`src/rtl/oneshot_and_watchdog_timer_table_top_assert.svh`:
```
// Assertion macros for the one-shot / watchdog timer table.
// Used by oneshot_and_watchdog_timer_table_top; expects clk_i and rst_ni in scope.
`ifndef ONESHOT_AND_WATCHDOG_TIMER_TABLE_TOP_ASSERT_SVH
`define ONESHOT_AND_WATCHDOG_TIMER_TABLE_TOP_ASSERT_SVH

// same-cycle implication
`define OTW_ASSERT(lbl, ante, cons, msg) \
  lbl: assert property (@(posedge clk_i) disable iff (!rst_ni) (ante) |-> (cons)) \
    else $error(msg);

// next-cycle implication
`define OTW_ASSERT_NEXT(lbl, ante, cons, msg) \
  lbl: assert property (@(posedge clk_i) disable iff (!rst_ni) (ante) |=> (cons)) \
    else $error(msg);

`endif

```
`src/rtl/otw_pkg.sv`:
```
// Shared types and constants for the one-shot / watchdog timer table.
// No dependencies.
package otw_pkg;

  localparam int OneshotChannels  = 8;
  localparam int WatchdogChannels = 8;

  typedef enum logic [2:0] {
    MODE_TICK      = 3'd0,
    MODE_OS_START  = 3'd1,
    MODE_OS_CANCEL = 3'd2,
    MODE_OS_SCAN   = 3'd3,
    MODE_WD_START  = 3'd4,
    MODE_WD_FEED   = 3'd5,
    MODE_WD_STOP   = 3'd6,
    MODE_WD_SCAN   = 3'd7
  } mode_e;

  typedef enum logic [2:0] {
    KIND_ACCEPTED    = 3'd0,
    KIND_BAD_CHANNEL = 3'd1,
    KIND_OS_FIRED    = 3'd2,
    KIND_WD_FIRED    = 3'd3,
    KIND_SCAN_DONE   = 3'd4
  } kind_e;

  typedef struct packed {
    kind_e       kind;
    logic [2:0]  chan;
    logic [31:0] now;
    logic        last;
  } res_t;

  // shared add/subtract + compare unit
  typedef struct packed {
    logic        sub;
    logic [31:0] a;
    logic [31:0] b;
    logic [31:0] limit;
  } cmp_req_t;

  typedef struct packed {
    logic [31:0] sum;
    logic        ge;
  } cmp_rsp_t;

endpackage

```
`src/rtl/otw_cmp.sv`:
```
// Shared arithmetic unit: a +/- b, then unsigned compare of the result to a limit.
// Depends on otw_pkg.
module otw_cmp (
  input  otw_pkg::cmp_req_t req_i,
  output otw_pkg::cmp_rsp_t rsp_o
);

  logic [31:0] b_op;
  logic [31:0] sum;

  assign b_op = req_i.sub ? ~req_i.b : req_i.b;
  assign sum  = req_i.a + b_op + {31'd0, req_i.sub};

  assign rsp_o.sum = sum;
  assign rsp_o.ge  = (sum >= req_i.limit);

endmodule

```
`src/rtl/otw_out_reg.sv`:
```
// Output register: holds one result word until the sink takes it.
// Depends on otw_pkg.
module otw_out_reg (
  input  logic                clk_i,
  input  logic                rst_ni,
  input  logic                push_i,
  input  otw_pkg::res_t       res_i,
  output logic                free_o,
  output logic                m_axis_tvalid,
  input  logic                m_axis_tready,
  output logic [39:0]         m_axis_tdata,  // [2:0] fired_channel, [34:3] now_ms
  output logic [2:0]          m_axis_tuser,  // [2:0] kind
  output logic                m_axis_tlast
);

  logic          valid_q;
  otw_pkg::res_t res_q;

  assign free_o = !valid_q || m_axis_tready;

  always_ff @(posedge clk_i or negedge rst_ni) begin
    if (!rst_ni) begin
      valid_q <= 1'b0;
    end else if (free_o) begin
      valid_q <= push_i;
    end
  end

  always_ff @(posedge clk_i) begin
    if (free_o && push_i) begin
      res_q <= res_i;
    end
  end

  assign m_axis_tvalid = valid_q;
  assign m_axis_tdata  = {5'd0, res_q.now, res_q.chan};
  assign m_axis_tuser  = res_q.kind;
  assign m_axis_tlast  = res_q.last;

endmodule

```
`src/rtl/oneshot_and_watchdog_timer_table_top.sv`:
```
// Tick, start, cancel, feed, stop: word accepted, then its result is pushed into the output
// register once the register is free; no new word is taken until then.
// Scan: one cycle per channel through the shared add/compare unit, unless a fired word waits
// for the output register, then the done word; the next word waits until that word is pushed.
// Reset (async, active low) clears the ms counter, active bits and feed times; expiry and
// period entries are undefined until a start writes them.
`include "oneshot_and_watchdog_timer_table_top_assert.svh"

module oneshot_and_watchdog_timer_table_top #(
  parameter int ONESHOT_CHANNELS  = otw_pkg::OneshotChannels,
  parameter int WATCHDOG_CHANNELS = otw_pkg::WatchdogChannels
) (
  input  logic        clk_i,
  input  logic        rst_ni,
  input  logic        s_axis_tvalid,
  output logic        s_axis_tready,
  input  logic [39:0] s_axis_tdata,   // [3:0] channel, [35:4] duration_ms
  input  logic [2:0]  s_axis_tuser,   // [2:0] mode
  output logic        m_axis_tvalid,
  input  logic        m_axis_tready,
  output logic [39:0] m_axis_tdata,   // [2:0] fired_channel, [34:3] now_ms
  output logic [2:0]  m_axis_tuser,   // [2:0] kind
  output logic        m_axis_tlast
);

  localparam int OS_IW = (ONESHOT_CHANNELS > 1) ? $clog2(ONESHOT_CHANNELS) : 1;
  localparam int WD_IW = (WATCHDOG_CHANNELS > 1) ? $clog2(WATCHDOG_CHANNELS) : 1;
  localparam int IDX_W = (OS_IW > WD_IW) ? OS_IW : WD_IW;

  typedef enum logic [1:0] {
    ST_IDLE,
    ST_EXEC,
    ST_SCAN,
    ST_DONE
  } state_e;

  state_e                       state_q;
  otw_pkg::mode_e               mode_q;
  logic [3:0]                   chan_q;
  logic [31:0]                  dur_q;
  logic [IDX_W-1:0]             idx_q;
  logic [31:0]                  ms_q;
  logic [ONESHOT_CHANNELS-1:0]  os_act_q;
  logic [WATCHDOG_CHANNELS-1:0] wd_act_q;
  logic [31:0]                  os_exp_q  [ONESHOT_CHANNELS];
  logic [31:0]                  wd_per_q  [WATCHDOG_CHANNELS];
  logic [31:0]                  wd_feed_q [WATCHDOG_CHANNELS];

  otw_pkg::cmp_req_t req;
  otw_pkg::cmp_rsp_t rsp;
  otw_pkg::res_t     res;
  logic              push;
  logic              out_free;
  logic [OS_IW-1:0]  idx_os;
  logic [WD_IW-1:0]  idx_wd;
  logic              os_ok;
  logic              wd_ok;
  logic              os_scan;
  logic              scan_fire;
  logic              idx_end;
  logic              exec_go;

  assign idx_os  = idx_q[OS_IW-1:0];
  assign idx_wd  = idx_q[WD_IW-1:0];
  assign os_ok   = {28'd0, chan_q} < 32'(ONESHOT_CHANNELS);
  assign wd_ok   = {28'd0, chan_q} < 32'(WATCHDOG_CHANNELS);
  assign os_scan = (mode_q == otw_pkg::MODE_OS_SCAN);
  assign idx_end = os_scan ? (idx_q == IDX_W'(ONESHOT_CHANNELS - 1))
                           : (idx_q == IDX_W'(WATCHDOG_CHANNELS - 1));
  assign exec_go = (state_q == ST_EXEC) && out_free;

  // one-shot fires when now - expiry is not negative; watchdog when elapsed >= period
  assign scan_fire = os_scan ? (os_act_q[idx_os] && !rsp.sum[31])
                             : (wd_act_q[idx_wd] && rsp.ge);

  assign s_axis_tready = (state_q == ST_IDLE);

  otw_cmp u_cmp (
    .req_i (req),
    .rsp_o (rsp)
  );

  always_comb begin
    req       = '0;
    req.a     = ms_q;
    req.b     = dur_q;
    push      = 1'b0;
    res.kind  = otw_pkg::KIND_ACCEPTED;
    res.chan  = 3'd0;
    res.now   = ms_q;
    res.last  = 1'b0;
    unique case (state_q)
      ST_IDLE: begin
      end
      ST_EXEC: begin
        if (mode_q == otw_pkg::MODE_TICK) begin
          req.b   = 32'd1;
          res.now = rsp.sum;
        end
        if ((mode_q == otw_pkg::MODE_OS_START && !os_ok) ||
            (mode_q == otw_pkg::MODE_WD_START && !wd_ok)) begin
          res.kind = otw_pkg::KIND_BAD_CHANNEL;
        end
        res.last = 1'b1;
        push     = out_free;
      end
      ST_SCAN: begin
        req.sub = 1'b1;
        if (os_scan) begin
          req.b    = os_exp_q[idx_os];
          res.kind = otw_pkg::KIND_OS_FIRED;
        end else begin
          req.b     = wd_feed_q[idx_wd];
          req.limit = wd_per_q[idx_wd];
          res.kind  = otw_pkg::KIND_WD_FIRED;
        end
        res.chan = 3'(idx_q);
        push     = scan_fire && out_free;
      end
      ST_DONE: begin
        res.kind = otw_pkg::KIND_SCAN_DONE;
        res.last = 1'b1;
        push     = out_free;
      end
      default: begin
      end
    endcase
  end

  always_ff @(posedge clk_i or negedge rst_ni) begin
    if (!rst_ni) begin
      state_q  <= ST_IDLE;
      mode_q   <= otw_pkg::MODE_TICK;
      chan_q   <= '0;
      dur_q    <= '0;
      idx_q    <= '0;
      ms_q     <= '0;
      os_act_q <= '0;
      wd_act_q <= '0;
      for (int i = 0; i < WATCHDOG_CHANNELS; i++) begin
        wd_feed_q[i] <= '0;
      end
    end else begin
      unique case (state_q)
        ST_IDLE: begin
          if (s_axis_tvalid) begin
            mode_q  <= otw_pkg::mode_e'(s_axis_tuser);
            chan_q  <= s_axis_tdata[3:0];
            dur_q   <= s_axis_tdata[35:4];
            idx_q   <= '0;
            state_q <= (s_axis_tuser == otw_pkg::MODE_OS_SCAN ||
                        s_axis_tuser == otw_pkg::MODE_WD_SCAN) ? ST_SCAN : ST_EXEC;
          end
        end
        ST_EXEC: begin
          if (out_free) begin
            state_q <= ST_IDLE;
            unique case (mode_q)
              otw_pkg::MODE_TICK: begin
                ms_q <= rsp.sum;
              end
              otw_pkg::MODE_OS_START, otw_pkg::MODE_OS_CANCEL: begin
                for (int i = 0; i < ONESHOT_CHANNELS; i++) begin
                  if (os_ok && 32'(chan_q) == i) begin
                    os_act_q[i] <= (mode_q == otw_pkg::MODE_OS_START);
                  end
                end
              end
              otw_pkg::MODE_WD_START, otw_pkg::MODE_WD_FEED, otw_pkg::MODE_WD_STOP: begin
                for (int i = 0; i < WATCHDOG_CHANNELS; i++) begin
                  if (wd_ok && 32'(chan_q) == i) begin
                    if (mode_q != otw_pkg::MODE_WD_FEED) begin
                      wd_act_q[i] <= (mode_q == otw_pkg::MODE_WD_START);
                    end
                    if (mode_q != otw_pkg::MODE_WD_STOP) begin
                      wd_feed_q[i] <= ms_q;
                    end
                  end
                end
              end
              default: begin
              end
            endcase
          end
        end
        ST_SCAN: begin
          if (!scan_fire || out_free) begin
            if (scan_fire) begin
              if (os_scan) begin
                os_act_q[idx_os] <= 1'b0;
              end else begin
                wd_feed_q[idx_wd] <= ms_q;   // re-arm from now
              end
            end
            if (idx_end) begin
              state_q <= ST_DONE;
            end else begin
              idx_q <= idx_q + 1'b1;
            end
          end
        end
        ST_DONE: begin
          if (out_free) begin
            state_q <= ST_IDLE;
          end
        end
        default: begin
          state_q <= ST_IDLE;
        end
      endcase
    end
  end

  // expiry and period: written only by a start, never reset
  always_ff @(posedge clk_i) begin
    if (exec_go && mode_q == otw_pkg::MODE_OS_START) begin
      for (int i = 0; i < ONESHOT_CHANNELS; i++) begin
        if (os_ok && 32'(chan_q) == i) begin
          os_exp_q[i] <= rsp.sum;
        end
      end
    end
    if (exec_go && mode_q == otw_pkg::MODE_WD_START) begin
      for (int i = 0; i < WATCHDOG_CHANNELS; i++) begin
        if (wd_ok && 32'(chan_q) == i) begin
          wd_per_q[i] <= dur_q;
        end
      end
    end
  end

  otw_out_reg u_out (
    .clk_i         (clk_i),
    .rst_ni        (rst_ni),
    .push_i        (push),
    .res_i         (res),
    .free_o        (out_free),
    .m_axis_tvalid (m_axis_tvalid),
    .m_axis_tready (m_axis_tready),
    .m_axis_tdata  (m_axis_tdata),
    .m_axis_tuser  (m_axis_tuser),
    .m_axis_tlast  (m_axis_tlast)
  );

  `OTW_ASSERT_NEXT(a_ms_only_on_tick,
    !(exec_go && mode_q == otw_pkg::MODE_TICK), $stable(ms_q),
    "ms counter moved without a tick")
  `OTW_ASSERT_NEXT(a_os_scan_no_arm,
    state_q == ST_SCAN && os_scan, $countones(os_act_q) <= $past($countones(os_act_q)),
    "one-shot armed during scan")
  `OTW_ASSERT_NEXT(a_last_ends_item,
    push && res.last, state_q == ST_IDLE,
    "last word pushed but item not finished")
  `OTW_ASSERT(a_chan_zero_unless_fired,
    push && res.kind != otw_pkg::KIND_OS_FIRED && res.kind != otw_pkg::KIND_WD_FIRED,
    res.chan == 3'd0,
    "nonzero channel on non-fired word")

endmodule

```
`config.mk`:
```
export PLATFORM = sky130hd
export DESIGN_NAME = oneshot_and_watchdog_timer_table_top
export DESIGN_NICKNAME = d
export VERILOG_FILES = /design/src/rtl/otw_pkg.sv /design/src/rtl/otw_cmp.sv /design/src/rtl/otw_out_reg.sv /design/src/rtl/oneshot_and_watchdog_timer_table_top.sv
export VERILOG_INCLUDE_DIRS = /design/src /design/src/rtl
export SDC_FILE = /design/constraint.sdc
export NUM_CORES = 1
export LEC_CHECK = 0
export BUFFER_PORTS_ARGS = -buffer_cell sky130_fd_sc_hd__buf_2
export CAP_MARGIN = 20
export CORE_UTILIZATION = 49
export DETAILED_ROUTE_END_ITERATION = 7
export GPL_ROUTABILITY_DRIVEN = 1
export PLACE_DENSITY = 0.67
export RECOVER_POWER = 100
export SLEW_MARGIN = 20
export SYNTH_ARGS = -nofsm -noshare
export SYNTH_HDL_FRONTEND = slang
export SYNTH_SLANG_ARGS = --single-unit
```
`constraint.sdc`:
```
create_clock -name clk_i -period 10.1 [get_ports clk_i]
set_input_delay 2.02 -clock clk_i [delete_from_list [all_inputs] [get_ports clk_i]]
set_output_delay 2.02 -clock clk_i [all_outputs]
set_load 0.01 [all_outputs]
```
Word level (Yosys, flattened, before mapping)
Memory sizes are Yosys's and may differ from the RTL's.
Cells that the tools add are included.
W data, S select, Z words.
{ "totals": {"reg_bits": 388, "latchBits": 0, "ram_bits": 512, "romBits": 0, "elab_cells": 316, "memories": 2} }
{ "op_classes": {"addsub": 3, "multipliers": 0, "n_div": 0, "n_lt_le_gt_ge": 6, "n_eq_ne": 41, "shift": 0, "muxes": 148, "bitwise_logic": 4, "n_reduce_logical": 77} }
{ "mem_list": {"columns": ["memory", "depth", "word_bits", "read_ports", "rd_clocked_by_memory_dff", "write_ports", "line_no", "source"], "rows": [
  ["os_exp_q", 8, 32, 1, 0, 1, "oneshot_and_watchdog_timer_table_top.sv:45", "logic [31:0] os_exp_q [ONESHOT_CHANNELS];"],
  ["wd_per_q", 8, 32, 1, 0, 1, "oneshot_and_watchdog_timer_table_top.sv:46", "logic [31:0] wd_per_q [WATCHDOG_CHANNELS];"]
]} }
{ "op_table": {"columns": ["cell", "count"], "rows": [
  ["$mux W256", 5],
  ["$mux W32", 33],
  ["$pmux W256 S2", 1],
  ["$reduce_or A32 Y1", 14],
  ["$bwmux W256", 1],
  ["$bmux W32 S3", 1],
  ["$demux W32 S3", 1],
  ["$mux W1", 70],
  ["$pmux W32 S2", 1],
  ["$reduce_and A8 Y1", 8],
  ["$reduce_and A7 Y1", 8],
  ["$mux W3", 17],
  ["$mux W8", 5],
  ["$reduce_and A5 Y1", 8],
  ["$add A32 B1 Y32", 1],
  ["$add A32 B32 Y32", 1],
  ["$ge A32 B32 Y1", 1],
  ["$not A32 Y32", 1],
  ["$ne A2 B1 Y1 const B", 12],
  ["$logic_and A1 B1 Y1", 19],
  ["$eq A4 B3 Y1 const B", 4],
  ["$ne A2 B2 Y1 const B", 8],
  ["$pmux W8 S2", 1],
  ["$eq A3 B3 Y1 const B", 5],
  ["other kinds (33)", 53]
]} }

Depth between registers and ports, before layout
{ "depth": {"word_depth": 17, "mapped_depth": 38} }

By module
From an unflattened synthesis, not the netlist that was laid out.
{ "unflattened": {"hier_cells": 2617, "hier_area_um2": 38569.5} }
{ "modules_own_cells": {"columns": ["mod", "instances", "cells_each", "area_per_inst_um2", "seq_area_each_um2"], "rows": [
  ["oneshot_and_watchdog_timer_table_top", 1, 2194, 34596.9, 24083.1],
  ["otw_cmp", 1, 374, 2706.3, 0.0],
  ["otw_out_reg", 1, 49, 1266.2, 1196.1]
]} }

Least setup slack after synthesis
OpenSTA, ideal clock, no wires.
{ "synth_timing": {"kind": "reg2reg", "from": "register idx_q[0] (netlist: idx_os[0])", "to": "register u_out.res_q, in the netlist u_out.m_axis_tdata[0], enable pin", "arrival_time_ns": 9.144, "t_required_ns": 9.616, "slack_ns": 0.472, "path_stages_with_launch": 32, "path_cell_list": "dfrtp_1 -> buf_4 -> buf_8 -> buf_2 -> clkbuf_1 -> nor3_1 -> clkbuf_1 -> buf_1 -> a22oi_1 -> nand4_1 -> nand3_1 -> nand3_1 -> o21ai_0 -> ha_1 -> nor2b_1 -> o21ai_0 -> a21boi_0 -> a211oi_1 -> a21o_1 -> o21ai_0 -> a21o_1 -> a311oi_1 -> o21bai_1 -> xor2_1 -> ha_1 -> nand2_1 -> nor3_1 -> nand2_1 -> o41ai_1 -> a31o_2 -> a21oi_1 -> nor3_1"} }
{ "synth_lines": {"columns": ["item", "line_no", "source"], "rows": [
  ["start, declared", "oneshot_and_watchdog_timer_table_top.sv:41", "logic [IDX_W-1:0] idx_q;"],
  ["start signal, assigned", "oneshot_and_watchdog_timer_table_top.sv:198", "idx_q <= idx_q + 1'b1;"],
  ["end signal, assigned", "otw_out_reg.sv:31", "res_q <= res_i;"],
  ["end, declared", "otw_out_reg.sv:17", "otw_pkg::res_t res_q;"]
]} }

==> results.cfg <==
[logic_synthesis]
synthArstFlopShare = 0.388
synth-edff-count = 551
synthCells = 2729
yosysWarnings = 0
seq_area_frac_synth = 0.658
ys_ff_latch = 900
synth_area_per_cell_sq_um = 14.1
post_synth_num_cell_types = 72
syn_area_sq_um = 38400
synth-main-ff-cell = edfxtp_1

[worst_setup_path]
cp.required_ps = 10620
cpMaxStageDelayCell = nand3b_1
cp.arrival_ps = 9630
critPathMaxFanout = 32
critPathKind = reg2reg
crit_family = compound AO/OA/AOI/OAI gates
cp-start-kind = flop
max_stage_delay_ps = 850
cp-end-kind = flop
cp.buffers_inverters = 5

[sta]
fin_crit_sh = 0.902
fin_worst_skew_ps = 23.7
drv_slew = 833
period_needed_ps = 9110
setup_viol = 0
fmax_mhz = 110
slew_headroom = -2.39
finalSetupTns_ps = 0
rsz0062_at_grt = no
tightest_slew_ps = 5090
hold_viol = 0

[final_layout]
final_cell_mix = edfxtp_1 (551), dfrtp_1 (349), mux2_2 (313)
multi_input_area_sq_um = 12300
final_nets = 2934
nFillCells = 6152
fin_util = 0.561
final_common_cell = edfxtp_1
syn_to_final_growth_pct = 13.2
final_layout_size_suffix_gt1_frac = 0.211
seq_area_sq_um = 25300
final_cells = 3936
fin_area_sq_um = 43500

[grt]
grt_start_max_net_pins = 138
grt_pass1_vias = 24500
grt_first_pass_wirelength_mm = 153
antenna_found_initial = 1
grt_overflow = 0
grt_use_total = 0.258

[clocking]
cts-hold-fix-buffers = 0
path_clk_slew_ps = 60
htree_levels = 3
clock_path_buffers = 3
cts_num_sinks = 900
clkLatencyLatePin_ps = 650
cts_buffers = 92
cts_resized = 0
cts_tree = built
post-cts-setup-buffer-count = 0
root_buffer = clkbuf_16

[power_and_ir_drop]
powerDensity_nw_per_um2 = 384
power.leakage_nw = 16.2
vdd_ir_drop_max_uv = 229

[route]
routed.top_layer = met4
wl_met1_mm = 43.7
viasPerCell = 6.26
met3_length_mm = 7.63
drt_pass1_iterations = 7
drc = 0
drtAntennaViolNets = 0
dr_wl_met2_mm = 48.1
wire_per_inst_um = 25.9
route.vias.total = 24700
drt_iter0_markers = 2545
wl_mm = 102

[place]
gp_congestion = 0.950
dp_hpwl_mm = 63.5
dpl_cell_area_sq_um = 40500
place_inst = 3762
numPortBuffers = 83

[floorplanning]
rows = 102
die_w_um = 282
coreArea_sq_um = 77500
die_area_sq_um = 79500
fp.dieH_um = 282
io_pins = 93
initial_core_util = 0.496

[min_path]
hp-class = reg2reg

[status]
violations = capacitance limit, slew limit
status = finished, violations left

[flow_run]
maxCapViolations = 21
registers in the layout (all words and copies together), names as in the netlist:
name / flops
u_out.m_axis_tdata: 35
mode_q: 3
wd_feed_q: 256
u_out.m_axis_tvalid: 1
idx_os: 3
os_exp_q: 256
state_q: 2
ms_q: 32
os_act_q: 8
wd_act_q: 8
dur_q: 32
u_out.m_axis_tuser: 3
wd_per_q: 256
chan_q: 4
u_out.m_axis_tlast: 1
metal layers:
metal	GRT usage	vias to the layer above
met5	0	-
met4	0.0849	0
met3	0.0400	169
met2	0.410	1046
met1	0.365	12700
li1	-	10800
logic make-up (layout without fill, tap and decap cells):
family          Yosys count  count (layout)  share of synthesized area
compound gates          655             655                      0.122
simple gates            483             483                     0.0614
flops                   900             900                      0.658
fa+ha+maj                70              70                     0.0230
xor+xnor                 29              29                    0.00661
other cells               1               6                  0.0000976
mux                     346             346                      0.102
buf+inv                 245             407                     0.0260
worst register-to-register path, delay by kind of cell (launching register included):
| family | cells | cell delay (ps) |
|---|---|---|
| AOI/OAI and AO/OA | 14 | 3670 |
| xor gates and xnor gates | 1 | 190 |
| adders and majority gates | 2 | 460 |
| buffers and inverters | 5 | 1200 |
| DFF | 1 | 480 |
| muxes | 2 | 760 |
| and+or+nand+nor | 7 | 2260 |
synthesized netlist by cell type, types with 5 or more instances:
cell type / n / area, sq um
edfxtp_1: 551 / 16500
dfrtp_1: 349 / 8730
mux2_2: 316 / 3560
a22oi_1: 248 / 1860
nand2_1: 169 / 634
o21ai_0: 122 / 611
clkbuf_1: 115 / 432
nand4_1: 98 / 613
nand3_1: 81 / 405
ha_1: 69 / 863
a221oi_1: 62 / 543
a22o_1: 60 / 526
nor2_1: 60 / 225
inv_1: 51 / 191
a21oi_1: 42 / 210
buf_1: 42 / 158
a21o_1: 36 / 270
buf_2: 29 / 145
mux2i_1: 23 / 230
nand2b_1: 18 / 113
xnor2_1: 17 / 149
nor3_1: 16 / 80.1
xor2_1: 12 / 105
o21a_1: 10 / 75.1
o22ai_1: 10 / 62.6
a31oi_1: 9 / 56.3
nor3b_1: 9 / 67.6
a211oi_1: 8 / 60.1
nor2b_1: 8 / 50.1
buf_4: 6 / 45.0
o31ai_1: 6 / 45.0
a21boi_0: 5 / 37.5
mux4_2: 5 / 113
power by group:
| group | switching [mW] | internal [mW] | leakage, nW | total, mW |
|---|---|---|---|---|
| sequential | 0.652 | 5.61 | 9.40 | 6.27 |
| combinational | 4.42 | 2.45 | 5.18 | 6.88 |
| clock | 1.43 | 2.14 | 1.58 | 3.57 |
area by class of cell:
class                      count  area share
multi-input combinational   1588       0.283
timing repair buffer         184      0.0269
antenna                        1   0.0000575
clock inverter                47      0.0145
clock buffer                 125      0.0601
tap                         1040      0.0299
sequential                   900       0.581
inverter                      51     0.00440
metrics by stage:
step | worst slack, ps | power [mW] | hold slack, ps
after floorplan | 472 | 10.5 | 450
final | 993 | 16.7 | 480
after global placement | 1370 | 12.9 | 459
after global routing | 448 | 17.6 | 511
after CTS | 1290 | 16.8 | 482
after detailed placement | 1350 | 13.2 | 469
final timing paths:
check                            start        endpoint  slack, ps  depth (start not counted)
max                          mode_q[2]  wd_feed_q[222]        990                         31
min                        os_act_q[5]     os_act_q[5]        480                          1
max reg2reg                  mode_q[2]  wd_feed_q[222]        990                         31
min reg2reg                os_act_q[5]     os_act_q[5]        480                          1
max in group asynchronous       rst_ni   wd_feed_q[19]       2190                          2
min in group asynchronous       rst_ni  wd_feed_q[201]       2070                          1
Note: power is estimated with default switching activity, not from simulation.
